==> src/hdl/rtt_pkg.sv <==
// Shared types and constants for the request tag tracker.
// Used by the channel interfaces, the table cell and the top level.
package rtt_pkg;

	// Table size and derived widths
	localparam int TABLE_DEPTH = 16;
	localparam int CNT_W       = $clog2(TABLE_DEPTH + 1);
	localparam int LIMIT_W     = 5;
	localparam int CMP_W       = (CNT_W > LIMIT_W) ? CNT_W : LIMIT_W;
	localparam int TICK_W      = 31;
	localparam int WORD_W      = 32;

	// Configuration register indexes
	localparam int CFG_IDX_W = 2;
	localparam logic [CFG_IDX_W-1:0] CFG_PENDING_LIMIT  = 2'd0;
	localparam logic [CFG_IDX_W-1:0] CFG_TIMEOUT_TICKS  = 2'd1;
	localparam logic [CFG_IDX_W-1:0] CFG_TIMEOUT_STATUS = 2'd2;

	// Reset values of the configuration registers
	localparam logic [LIMIT_W-1:0] LIMIT_RST   = 5'd16;
	localparam logic [TICK_W-1:0]  TIMEOUT_RST = 31'd1000;

	typedef enum logic [1:0] {
		OP_SEND      = 2'd0,
		OP_RESPONSE  = 2'd1,
		OP_SWEEP     = 2'd2,
		OP_SUPERSEDE = 2'd3
	} op_t;

	typedef enum logic [2:0] {
		KIND_ISSUED    = 3'd0,
		KIND_REFUSED   = 3'd1,
		KIND_COMPLETED = 3'd2,
		KIND_DROPPED   = 3'd3,
		KIND_TIMEOUT   = 3'd4
	} kind_t;

	// Command broadcast to every cell while an item is scanned
	typedef struct packed {
		logic              adv;
		op_t               op;
		logic [WORD_W-1:0] rid;
		logic [WORD_W-1:0] now;
		logic [WORD_W-1:0] tag;
		logic [WORD_W-1:0] deadline;
	} cell_cmd_t;

	// Token handed from one cell to the next
	typedef struct packed {
		logic act;
		logic taken;
	} link_t;

	// What the active cell reports back
	typedef struct packed {
		logic              hit;
		logic [WORD_W-1:0] tag;
	} cell_rpt_t;

endpackage

==> src/hdl/rtt_ifs.sv <==
// Valid/ready channel interfaces of the request tag tracker.
// Depends on rtt_pkg for widths.
interface rtt_req_if;
	import rtt_pkg::*;
	logic               valid;
	logic               ready;
	logic [1:0]         opcode;
	logic [31:0]        api_code;
	logic [31:0]        request_id;
	logic signed [31:0] response_status;
	logic [31:0]        timestamp;

	modport source (output valid, opcode, api_code, request_id, response_status, timestamp,
		input ready);
	modport sink (input valid, opcode, api_code, request_id, response_status, timestamp,
		output ready);
endinterface

interface rtt_rsp_if;
	import rtt_pkg::*;
	logic               valid;
	logic               ready;
	logic [2:0]         kind;
	logic [31:0]        tag_id;
	logic [31:0]        issued_api;
	logic signed [31:0] result_status;
	logic [31:0]        drop_total;
	logic               last_of_run;

	modport source (output valid, kind, tag_id, issued_api, result_status, drop_total,
		last_of_run, input ready);
	modport sink (input valid, kind, tag_id, issued_api, result_status, drop_total,
		last_of_run, output ready);
endinterface

interface rtt_cfg_if;
	import rtt_pkg::*;
	logic                 valid;
	logic                 ready;
	logic [CFG_IDX_W-1:0] index;
	logic [WORD_W-1:0]    data;

	modport source (output valid, index, data, input ready);
	modport sink (input valid, index, data, output ready);
endinterface

==> src/hdl/rtt_cell.sv <==
// One table entry of the tracker: valid bit, tag and deadline.
// Acts when the scan token reaches it and hands the token on. Depends on rtt_pkg.
module rtt_cell (
	input  logic               clk,
	input  logic               arst_n,
	input  rtt_pkg::cell_cmd_t cmd,
	input  rtt_pkg::link_t     link_in,
	output rtt_pkg::link_t     link_out,
	output rtt_pkg::cell_rpt_t rpt
);
	import rtt_pkg::*;

	logic              valid_q;
	logic              act_q;
	logic              taken_q;
	logic [WORD_W-1:0] tag_q;
	logic [WORD_W-1:0] dl_q;
	logic [WORD_W-1:0] diff;
	logic              expired;
	logic              match;
	logic              hit;

	// expired when now - deadline is zero or positive as a signed value
	assign diff    = cmd.now - dl_q;
	assign expired = ~diff[WORD_W-1];
	assign match   = valid_q && (tag_q == cmd.rid);

	// per-opcode hit decision
	always_comb begin
		unique case (cmd.op)
			OP_SEND:      hit = link_in.act && !link_in.taken && !valid_q;
			OP_RESPONSE:  hit = link_in.act && !link_in.taken && match;
			OP_SWEEP:     hit = link_in.act && valid_q && expired;
			OP_SUPERSEDE: hit = link_in.act && match;
			default:      hit = 1'b0;
		endcase
	end

	assign rpt.hit        = hit;
	assign rpt.tag        = tag_q;
	assign link_out.act   = act_q;
	assign link_out.taken = taken_q;

	// token hand-off and valid bit
	always_ff @(posedge clk or negedge arst_n) begin
		if (!arst_n) begin
			valid_q <= 1'b0;
			act_q   <= 1'b0;
			taken_q <= 1'b0;
		end else if (cmd.adv) begin
			act_q   <= link_in.act;
			taken_q <= link_in.taken | hit;
			if (hit) begin
				valid_q <= (cmd.op == OP_SEND);
			end
		end
	end

	// entry payload, written on claim
	always_ff @(posedge clk) begin
		if (cmd.adv && hit && (cmd.op == OP_SEND)) begin
			tag_q <= cmd.tag;
			dl_q  <= cmd.deadline;
		end
	end

endmodule

==> src/hdl/request_tag_tracker_with_timeout.sv <==
// Top level of the request tag tracker: controller, row of table cells, output register.
// Depends on rtt_pkg, rtt_ifs and rtt_cell.
//
//   channel  direction  handshake     contents
//   req      in         valid/ready   opcode, api_code, request_id, response_status, timestamp
//   rsp      out        valid/ready   kind, tag_id, issued_api, result_status, drop_total, last
//   cfg      in         valid/ready   index, data (register write, always ready)
//
// One item at a time: a token walks the row of TABLE_DEPTH cells, one cell a cycle. With a
// free output an item passes from its transfer to the earliest next transfer through the
// scan, the entry to the finish state and the load of the result.
// A sweep holds the token while a timeout result cannot enter the output register, and the
// finish state waits while the output register is full.
// Reset clears all valid bits and counters and loads the configuration reset values; no clearing pass is needed.
module request_tag_tracker_with_timeout (
	input  logic     clk,
	input  logic     arst_n,
	rtt_req_if.sink   req,
	rtt_rsp_if.source rsp,
	rtt_cfg_if.sink   cfg
);
	import rtt_pkg::*;

	typedef enum logic [2:0] {
		ST_IDLE   = 3'b001,
		ST_SCAN   = 3'b010,
		ST_FINISH = 3'b100
	} state_t;

	state_t state_q, state_d;

	// configuration
	logic [LIMIT_W-1:0] limit_q;
	logic [TICK_W-1:0]  tmo_q;
	logic [WORD_W-1:0]  tstat_q;

	// item and bookkeeping registers
	op_t               op_q;
	logic [WORD_W-1:0] api_q;
	logic [WORD_W-1:0] rid_q;
	logic [WORD_W-1:0] rstat_q;
	logic [WORD_W-1:0] now_q;
	logic [WORD_W-1:0] dl_q;
	logic              refused_q;
	logic              act0_q;
	logic              found_q;
	logic              held_q;
	logic [WORD_W-1:0] held_tag_q;
	logic [CNT_W-1:0]  count_q;
	logic [WORD_W-1:0] next_tag_q;
	logic [WORD_W-1:0] drop_q;

	// output register
	logic              ovalid_q;
	kind_t             okind_q;
	logic [WORD_W-1:0] otag_q;
	logic [WORD_W-1:0] oapi_q;
	logic [WORD_W-1:0] ostat_q;
	logic [WORD_W-1:0] odrop_q;
	logic              olast_q;

	// combinational control
	logic              accept;
	logic              out_free;
	logic              adv;
	logic              push;
	kind_t             pkind;
	logic [WORD_W-1:0] ptag;
	logic [WORD_W-1:0] papi;
	logic [WORD_W-1:0] pstat;
	logic [WORD_W-1:0] pdrop;
	logic              plast;
	logic              bump_tag;
	logic              bump_drop;
	logic              hit_any;
	logic [WORD_W-1:0] hit_tag;
	logic              sweep_hit;
	logic              refuse_now;

	cell_cmd_t cmd;
	link_t     links [TABLE_DEPTH+1];
	cell_rpt_t rpts  [TABLE_DEPTH];

	assign accept   = req.valid && req.ready;
	assign req.ready = (state_q == ST_IDLE);
	assign out_free = !ovalid_q || rsp.ready;
	assign cfg.ready = 1'b1;

	// refusal decided from the live entry count
	assign refuse_now = (CMP_W'(count_q) >= CMP_W'(limit_q))
		|| (count_q == CNT_W'(TABLE_DEPTH));

	// broadcast command and token entry
	assign cmd.adv      = adv;
	assign cmd.op       = op_q;
	assign cmd.rid      = rid_q;
	assign cmd.now      = now_q;
	assign cmd.tag      = next_tag_q;
	assign cmd.deadline = dl_q;
	assign links[0].act   = act0_q;
	assign links[0].taken = (op_q == OP_SEND) && refused_q;

	// row of cells
	for (genvar g = 0; g < TABLE_DEPTH; g++) begin : g_cell
		rtt_cell u_cell (
			.clk      (clk),
			.arst_n   (arst_n),
			.cmd      (cmd),
			.link_in  (links[g]),
			.link_out (links[g+1]),
			.rpt      (rpts[g])
		);
	end

	// collect the report of the single active cell
	always_comb begin
		hit_any = 1'b0;
		hit_tag = '0;
		for (int i = 0; i < TABLE_DEPTH; i++) begin
			hit_any = hit_any | rpts[i].hit;
			hit_tag = hit_tag | (rpts[i].tag & {WORD_W{rpts[i].hit}});
		end
	end
	assign sweep_hit = hit_any && (op_q == OP_SWEEP);

	// sequencer
	always_comb begin
		state_d   = state_q;
		adv       = 1'b0;
		push      = 1'b0;
		pkind     = KIND_TIMEOUT;
		ptag      = '0;
		papi      = '0;
		pstat     = '0;
		pdrop     = drop_q;
		plast     = 1'b0;
		bump_tag  = 1'b0;
		bump_drop = 1'b0;
		unique case (state_q)
			ST_IDLE: begin
				if (accept) begin
					state_d = ST_SCAN;
				end
			end
			ST_SCAN: begin
				// a new timeout pushes the held one out, so the output must be free
				adv = !(sweep_hit && held_q && !out_free);
				if (adv && sweep_hit && held_q) begin
					push  = 1'b1;
					pkind = KIND_TIMEOUT;
					ptag  = held_tag_q;
					pstat = tstat_q;
				end
				if (links[TABLE_DEPTH].act) begin
					state_d = ST_FINISH;
				end
			end
			ST_FINISH: begin
				unique case (op_q)
					OP_SEND: begin
						if (out_free) begin
							push    = 1'b1;
							plast   = 1'b1;
							state_d = ST_IDLE;
							if (refused_q) begin
								pkind = KIND_REFUSED;
							end else begin
								pkind    = KIND_ISSUED;
								ptag     = next_tag_q;
								papi     = api_q;
								bump_tag = 1'b1;
							end
						end
					end
					OP_RESPONSE: begin
						if (out_free) begin
							push    = 1'b1;
							plast   = 1'b1;
							ptag    = rid_q;
							state_d = ST_IDLE;
							if (found_q) begin
								pkind = KIND_COMPLETED;
								pstat = rstat_q;
							end else begin
								pkind     = KIND_DROPPED;
								pdrop     = drop_q + WORD_W'(1);
								bump_drop = 1'b1;
							end
						end
					end
					OP_SWEEP: begin
						if (!held_q) begin
							state_d = ST_IDLE;
						end else if (out_free) begin
							push    = 1'b1;
							plast   = 1'b1;
							pkind   = KIND_TIMEOUT;
							ptag    = held_tag_q;
							pstat   = tstat_q;
							state_d = ST_IDLE;
						end
					end
					default: state_d = ST_IDLE;
				endcase
			end
			default: state_d = ST_IDLE;
		endcase
	end

	// control state
	always_ff @(posedge clk or negedge arst_n) begin
		if (!arst_n) begin
			state_q    <= ST_IDLE;
			act0_q     <= 1'b0;
			held_q     <= 1'b0;
			count_q    <= '0;
			next_tag_q <= '0;
			drop_q     <= '0;
			ovalid_q   <= 1'b0;
			limit_q    <= LIMIT_RST;
			tmo_q      <= TIMEOUT_RST;
			tstat_q    <= '0;
		end else begin
			state_q <= state_d;
			if (accept) begin
				act0_q <= 1'b1;
				held_q <= 1'b0;
			end else if (adv) begin
				act0_q <= 1'b0;
				if (sweep_hit) begin
					held_q <= 1'b1;
				end
			end
			if (adv && hit_any) begin
				if (op_q == OP_SEND) begin
					count_q <= count_q + CNT_W'(1);
				end else begin
					count_q <= count_q - CNT_W'(1);
				end
			end
			if (bump_tag) begin
				next_tag_q <= next_tag_q + WORD_W'(1);
			end
			if (bump_drop) begin
				drop_q <= drop_q + WORD_W'(1);
			end
			if (push) begin
				ovalid_q <= 1'b1;
			end else if (rsp.ready) begin
				ovalid_q <= 1'b0;
			end
			// register writes
			if (cfg.valid && cfg.ready) begin
				unique case (cfg.index)
					CFG_PENDING_LIMIT:  limit_q <= cfg.data[LIMIT_W-1:0];
					CFG_TIMEOUT_TICKS:  tmo_q   <= cfg.data[TICK_W-1:0];
					CFG_TIMEOUT_STATUS: tstat_q <= cfg.data;
					default: ;
				endcase
			end
		end
	end

	// item payload, held result and output payload
	always_ff @(posedge clk) begin
		if (accept) begin
			op_q      <= op_t'(req.opcode);
			api_q     <= req.api_code;
			rid_q     <= req.request_id;
			rstat_q   <= req.response_status;
			now_q     <= req.timestamp;
			dl_q      <= req.timestamp + {1'b0, tmo_q};
			refused_q <= refuse_now;
		end
		if (state_q == ST_SCAN && links[TABLE_DEPTH].act) begin
			found_q <= links[TABLE_DEPTH].taken;
		end
		if (adv && sweep_hit) begin
			held_tag_q <= hit_tag;
		end
		if (push) begin
			okind_q <= pkind;
			otag_q  <= ptag;
			oapi_q  <= papi;
			ostat_q <= pstat;
			odrop_q <= pdrop;
			olast_q <= plast;
		end
	end

	assign rsp.valid         = ovalid_q;
	assign rsp.kind          = okind_q;
	assign rsp.tag_id        = otag_q;
	assign rsp.issued_api    = oapi_q;
	assign rsp.result_status = ostat_q;
	assign rsp.drop_total    = odrop_q;
	assign rsp.last_of_run   = olast_q;

endmodule
==> src/flat_wrapper.sv <==
// flat-port wrapper written by rule: the top's interface ports become plain ports
module request_tag_tracker_with_timeout_flat import rtt_pkg::*;
  (clk, arst_n, req_valid, req_opcode, req_api_code, req_request_id, req_response_status, req_timestamp, req_ready, rsp_valid, rsp_kind, rsp_tag_id, rsp_issued_api, rsp_result_status, rsp_drop_total, rsp_last_of_run, rsp_ready, cfg_valid, cfg_index, cfg_data, cfg_ready);
  rtt_req_if req_i ();
  rtt_rsp_if rsp_i ();
  rtt_cfg_if cfg_i ();
  input  logic clk;
  input  logic arst_n;
  input wire logic [$bits(req_i.valid)-1:0] req_valid;
  input wire logic [$bits(req_i.opcode)-1:0] req_opcode;
  input wire logic [$bits(req_i.api_code)-1:0] req_api_code;
  input wire logic [$bits(req_i.request_id)-1:0] req_request_id;
  input wire logic [$bits(req_i.response_status)-1:0] req_response_status;
  input wire logic [$bits(req_i.timestamp)-1:0] req_timestamp;
  output wire logic [$bits(req_i.ready)-1:0] req_ready;
  output wire logic [$bits(rsp_i.valid)-1:0] rsp_valid;
  output wire logic [$bits(rsp_i.kind)-1:0] rsp_kind;
  output wire logic [$bits(rsp_i.tag_id)-1:0] rsp_tag_id;
  output wire logic [$bits(rsp_i.issued_api)-1:0] rsp_issued_api;
  output wire logic [$bits(rsp_i.result_status)-1:0] rsp_result_status;
  output wire logic [$bits(rsp_i.drop_total)-1:0] rsp_drop_total;
  output wire logic [$bits(rsp_i.last_of_run)-1:0] rsp_last_of_run;
  input wire logic [$bits(rsp_i.ready)-1:0] rsp_ready;
  input wire logic [$bits(cfg_i.valid)-1:0] cfg_valid;
  input wire logic [$bits(cfg_i.index)-1:0] cfg_index;
  input wire logic [$bits(cfg_i.data)-1:0] cfg_data;
  output wire logic [$bits(cfg_i.ready)-1:0] cfg_ready;
  assign req_i.valid = req_valid;
  assign req_i.opcode = req_opcode;
  assign req_i.api_code = req_api_code;
  assign req_i.request_id = req_request_id;
  assign req_i.response_status = req_response_status;
  assign req_i.timestamp = req_timestamp;
  assign req_ready = req_i.ready;
  assign rsp_valid = rsp_i.valid;
  assign rsp_kind = rsp_i.kind;
  assign rsp_tag_id = rsp_i.tag_id;
  assign rsp_issued_api = rsp_i.issued_api;
  assign rsp_result_status = rsp_i.result_status;
  assign rsp_drop_total = rsp_i.drop_total;
  assign rsp_last_of_run = rsp_i.last_of_run;
  assign rsp_i.ready = rsp_ready;
  assign cfg_i.valid = cfg_valid;
  assign cfg_i.index = cfg_index;
  assign cfg_i.data = cfg_data;
  assign cfg_ready = cfg_i.ready;
  request_tag_tracker_with_timeout u_core (.clk(clk), .arst_n(arst_n), .req(req_i), .rsp(rsp_i), .cfg(cfg_i));
endmodule
==> config.mk <==
export PLATFORM = sky130hd
export DESIGN_NAME = request_tag_tracker_with_timeout_flat
export DESIGN_NICKNAME = d
export VERILOG_FILES = /design/src/hdl/rtt_pkg.sv /design/src/hdl/rtt_ifs.sv /design/src/hdl/rtt_cell.sv /design/src/hdl/request_tag_tracker_with_timeout.sv /design/src/flat_wrapper.sv
export SDC_FILE = /design/constraint.sdc
export NUM_CORES = 2
export LEC_CHECK = 0
export BUFFER_PORTS_ARGS = -buffer_cell sky130_fd_sc_hd__buf_2
export CORE_ASPECT_RATIO = 1.5
export CORE_UTILIZATION = 45
export CTS_CLUSTER_DIAMETER = 30
export DETAILED_ROUTE_END_ITERATION = 12
export GPL_ROUTABILITY_DRIVEN = 0
export GPL_TIMING_DRIVEN = 0
export SYNTH_ARGS = -nofsm -noshare
export SYNTH_HDL_FRONTEND = slang
export SYNTH_SLANG_ARGS = --single-unit
export TNS_END_PERCENT = 1
==> constraint.sdc <==
create_clock -name clk -period 13.1 [get_ports clk]
set_clock_uncertainty 0.2 [all_clocks]
set_input_delay 2.62 -clock clk [delete_from_list [all_inputs] [get_ports clk]]
set_output_delay 2.62 -clock clk [all_outputs]
set_load 0.05 [all_outputs]
==> results.json <==
{
  "setup-violations-final": 0,
  "period_share": 0.646,
  "grt_pass1_wl_um": 346000,
  "cts_tree": "built",
  "powerDensity_nw_per_um2": 187,
  "synth_cell_type_count": 82,
  "avgSynthCellArea_um2": 13.2,
  "synth_edf_count": 1352,
  "ios": 304,
  "intPower_mw": 11.6,
  "synth_nets": 6310,
  "die_area_um2": 166000,
  "antenna_found_initial": 9,
  "finalHoldViolCount": 0,
  "numCtsBuffers": 299,
  "synth_seq_cells": 1543,
  "synth_flop_cell": "edfxtp_1",
  "cts_hold_buf": 0,
  "post_cts_buffers": 0,
  "path_delay_family": "simple AND/OR/NAND/NOR gates",
  "holdWs_ns": 0.289,
  "slowest_stage": "edfxtp_1",
  "pwr-share-comb": 0.166,
  "crit_type": "flop to flop",
  "p_total_mw": 16.6,
  "clk_latency_ns": 0.93,
  "hold_class": "flop to flop",
  "worstPathRequired_ns": 13.46,
  "cp-end-kind": "flop",
  "ant_nets": 0,
  "grt_pass1_vias": 51145,
  "cts_buffer_depth": 4,
  "yosysWarnings": 0,
  "dieWidth_um": 333,
  "grt_max_degree": 101,
  "syn_area_um2": 73800,
  "row_count": 181,
  "relSlewSlack": -0.0253,
  "slew_violations": 1,
  "fin_crit_ns": 8.47,
  "crit_chain": "ha_1 -> a21oi_1 -> o21ai_0 -> a221oi_1 -> nand3_1 -> o2111a_1 -> nor3_2 -> or4b_4 -> a2111oi_4 -> nand4bb_2 -> a21o_1 -> buf_1 -> nor3_2 -> buf_6 -> buf_6",
  "cp-start-kind": "flop",
  "cpPeakStageDelay_ns": 1.17,
  "syn2layout_area_growth_pct": 20.5,
  "arrival_ns": 8.83,
  "drc": 0,
  "grt-ovfl-total": 0,
  "p_leak_nw": 34.2,
  "synth-async-reset-ratio": 0.124,
  "vias": 50203,
  "violations": "slew limit",
  "fill_cells": 13449,
  "grt_usage": 0.293,
  "status": "complete, but fails checks",
  "wl_per_cell_um": 28.6,
  "die_h_um": 498,
  "power.share.sequential": 0.385,
  "grt_setup_unrepaired": "false",
  "drtIter0Drc": 4691,
  "htree_levels": 5,
  "crit_fanout": 16,
  "p_clk_frac": 0.449,
  "clock-root-buffer": "clkbuf_16",
  "maxCapViolations": 0,
  "dr.pass1.iters": 8,
  "yosysSeqAreaShare": 0.615,
  "cp_num_buf_inv": 3,
  "clock-sinks": 1543,
  "switchingPower_mw": 5.09,
  "portBuffers": 302,
  "fmax_mhz": 118,
  "initial_core_util": 0.454,
  "tightest_slew_ns": 1.54,
  "ir_worst_vdd_uv": 142,
  "routed_wl_um": 246000,
  "syn_inst": 5614,
  "dpl.hpwl_um": 178000,
  "p_sw_frac": 0.306,
  "drive_gt1_frac": 0.158,
  "viasPerCell": 5.84,
  "nets": 6964,
  "clkTransAtPathRegs_ns": 0.06,
  "fp.coreArea_um2": 163000,
  "cts_resized": 0
}
-- layer usage --
layer,GRT usage,share of wire,up-vias
li1,-,-,22253
met1,0.315,0.35,24975
met2,0.510,0.50,2221
met3,0.0524,0.063,750
met4,0.223,0.085,4
met5,0,0.00011,-
-- registers in the layout, summed over array words and instances, names as in the netlist, 16 cells and up --
register and cells:
u_core.rstat_q 32, u_core.tstat_q 32, u_core.next_tag_q 32, u_core.g_cell.u_cell.valid_q 16
u_core.rsp.tag_id 32, u_core.g_cell.u_cell.dl_q 512, u_core.held_tag_q 32, u_core.rsp.issued_api 32
u_core.dl_q 32, u_core.g_cell.u_cell.act_q 16, u_core.g_cell.u_cell.taken_q 16, u_core.g_cell.u_cell.tag_q 512
u_core.tmo_q 31, u_core.rsp.drop_total 32, u_core.rid_q 32, u_core.api_q 32
u_core.rsp.result_status 32, u_core.drop_q 32, u_core.now_q 32
-- synthesized netlist by cell type (all sizes together), types with 53 or more instances --
cell type | count | area share
edfxtp | 1352 | 0.55
inv | 584 | 0.030
ha | 525 | 0.089
xnor2 | 338 | 0.040
xor2 | 309 | 0.037
a21oi | 248 | 0.017
nand2 | 237 | 0.012
nor2 | 233 | 0.012
dfrtp | 183 | 0.062
a22oi | 162 | 0.016
nand4 | 153 | 0.013
o21ai | 137 | 0.0093
clkbuf | 102 | 0.0052
nor4 | 92 | 0.0078
nand3 | 91 | 0.0062
buf | 88 | 0.0059
mux2 | 87 | 0.013
a21o | 62 | 0.0063
nor3 | 53 | 0.0037
-- worst paths after layout --
kind	start	to	slack, ns	cells after the start
worst max-delay path	u_core.now_q[26]	u_core.g_cell[0].u_cell.dl_q[13]	4.63	15
worst min-delay path	u_core.api_q[27]	u_core.rsp.issued_api[27]	0.29	1
worst max register to register	u_core.now_q[26]	u_core.g_cell[0].u_cell.dl_q[13]	4.63	15
worst min register to register	u_core.api_q[27]	u_core.rsp.issued_api[27]	0.29	1
max in group asynchronous	arst_n	u_core.tmo_q[3]	10.07	3
min in group asynchronous	arst_n	u_core.drop_q[6]	1.38	1
-- power groups by stage --
stage	logic, mW	registers [mW]	clock network [mW]
after floorplan	1.60	6.14	0
after global placement	2.61	6.52	0
after detailed placement	2.69	6.48	0
after CTS	2.71	6.40	7.54
after global routing	2.91	6.42	7.77
final	2.76	6.41	7.47
-- cell usage in the layout (no fill, tap or decap), types with 31 or more instances in the layout --
master	instances
a21oi_1	248
inv_1	583
clkbuf_1	119
a22oi_1	162
nand4_1	153
xnor2_1	338
mux2_2	68
a211oi_1	49
nand2_1	237
dfrtp_1	183
a222oi_1	32
a221oi_1	42
nand3_1	91
ha_1	525
o211ai_1	48
clkinv_2	31
clkbuf_16	305
inv_6	37
and4_1	48
and3_1	46
edfxtp_1	1352
xor2_1	309
nor4_1	87
nor3_1	51
nor2_1	221
buf_2	374
a21o_1	62
clkinv_4	33
o21ai_0	118
a22o_1	36
-- cell families (layout without fill, tap and decap cells) --
family | count (synthesis) | count (layout) | synth area share
mux | 103 | 103 | 0.0154
buf+inv | 775 | 1652 | 0.0408
flops | 1543 | 1543 | 0.615
other cells | 1 | 5 | 0.0000508
xor+xnor | 647 | 647 | 0.0767
simple gates | 1056 | 1056 | 0.0739
fa+ha+maj | 527 | 527 | 0.0895
compound gates | 962 | 962 | 0.0889
-- through the flow --
step / std cells / setup TNS [ns] / utilization / setup slack [ns] / area, um^2
2_1_floorplan: 5614 / 0 / - / 3.32 / 73800
5_1_grt: 8597 / 0 / 0.547 / 4.51 / 89000
6_report: 8599 / 0 / 0.547 / 4.63 / 89000
3_3_place_gp: 8020 / -647.14 / 0.480 / -3.68 / 78000
4_1_cts: 8594 / 0 / 0.547 / 4.73 / 89000
3_5_place_dp: 8070 / 0 / 0.487 / 4.75 / 79200
-- layout make-up --
type,instances,area (um^2),share of cell area
diodes,4,10.0,0.000112
plain buffers,190,816,0.00917
clock buffers,328,7780,0.0874
clock inverters,196,2020,0.0226
inverters,585,2200,0.0248
multi-input cells,3296,25600,0.288
flip-flops and latches,1543,45400,0.510
well taps,2104,2630,0.0296
repair buffers,353,2550,0.0287
No activity file was read; power rests on OpenSTA's default activity.
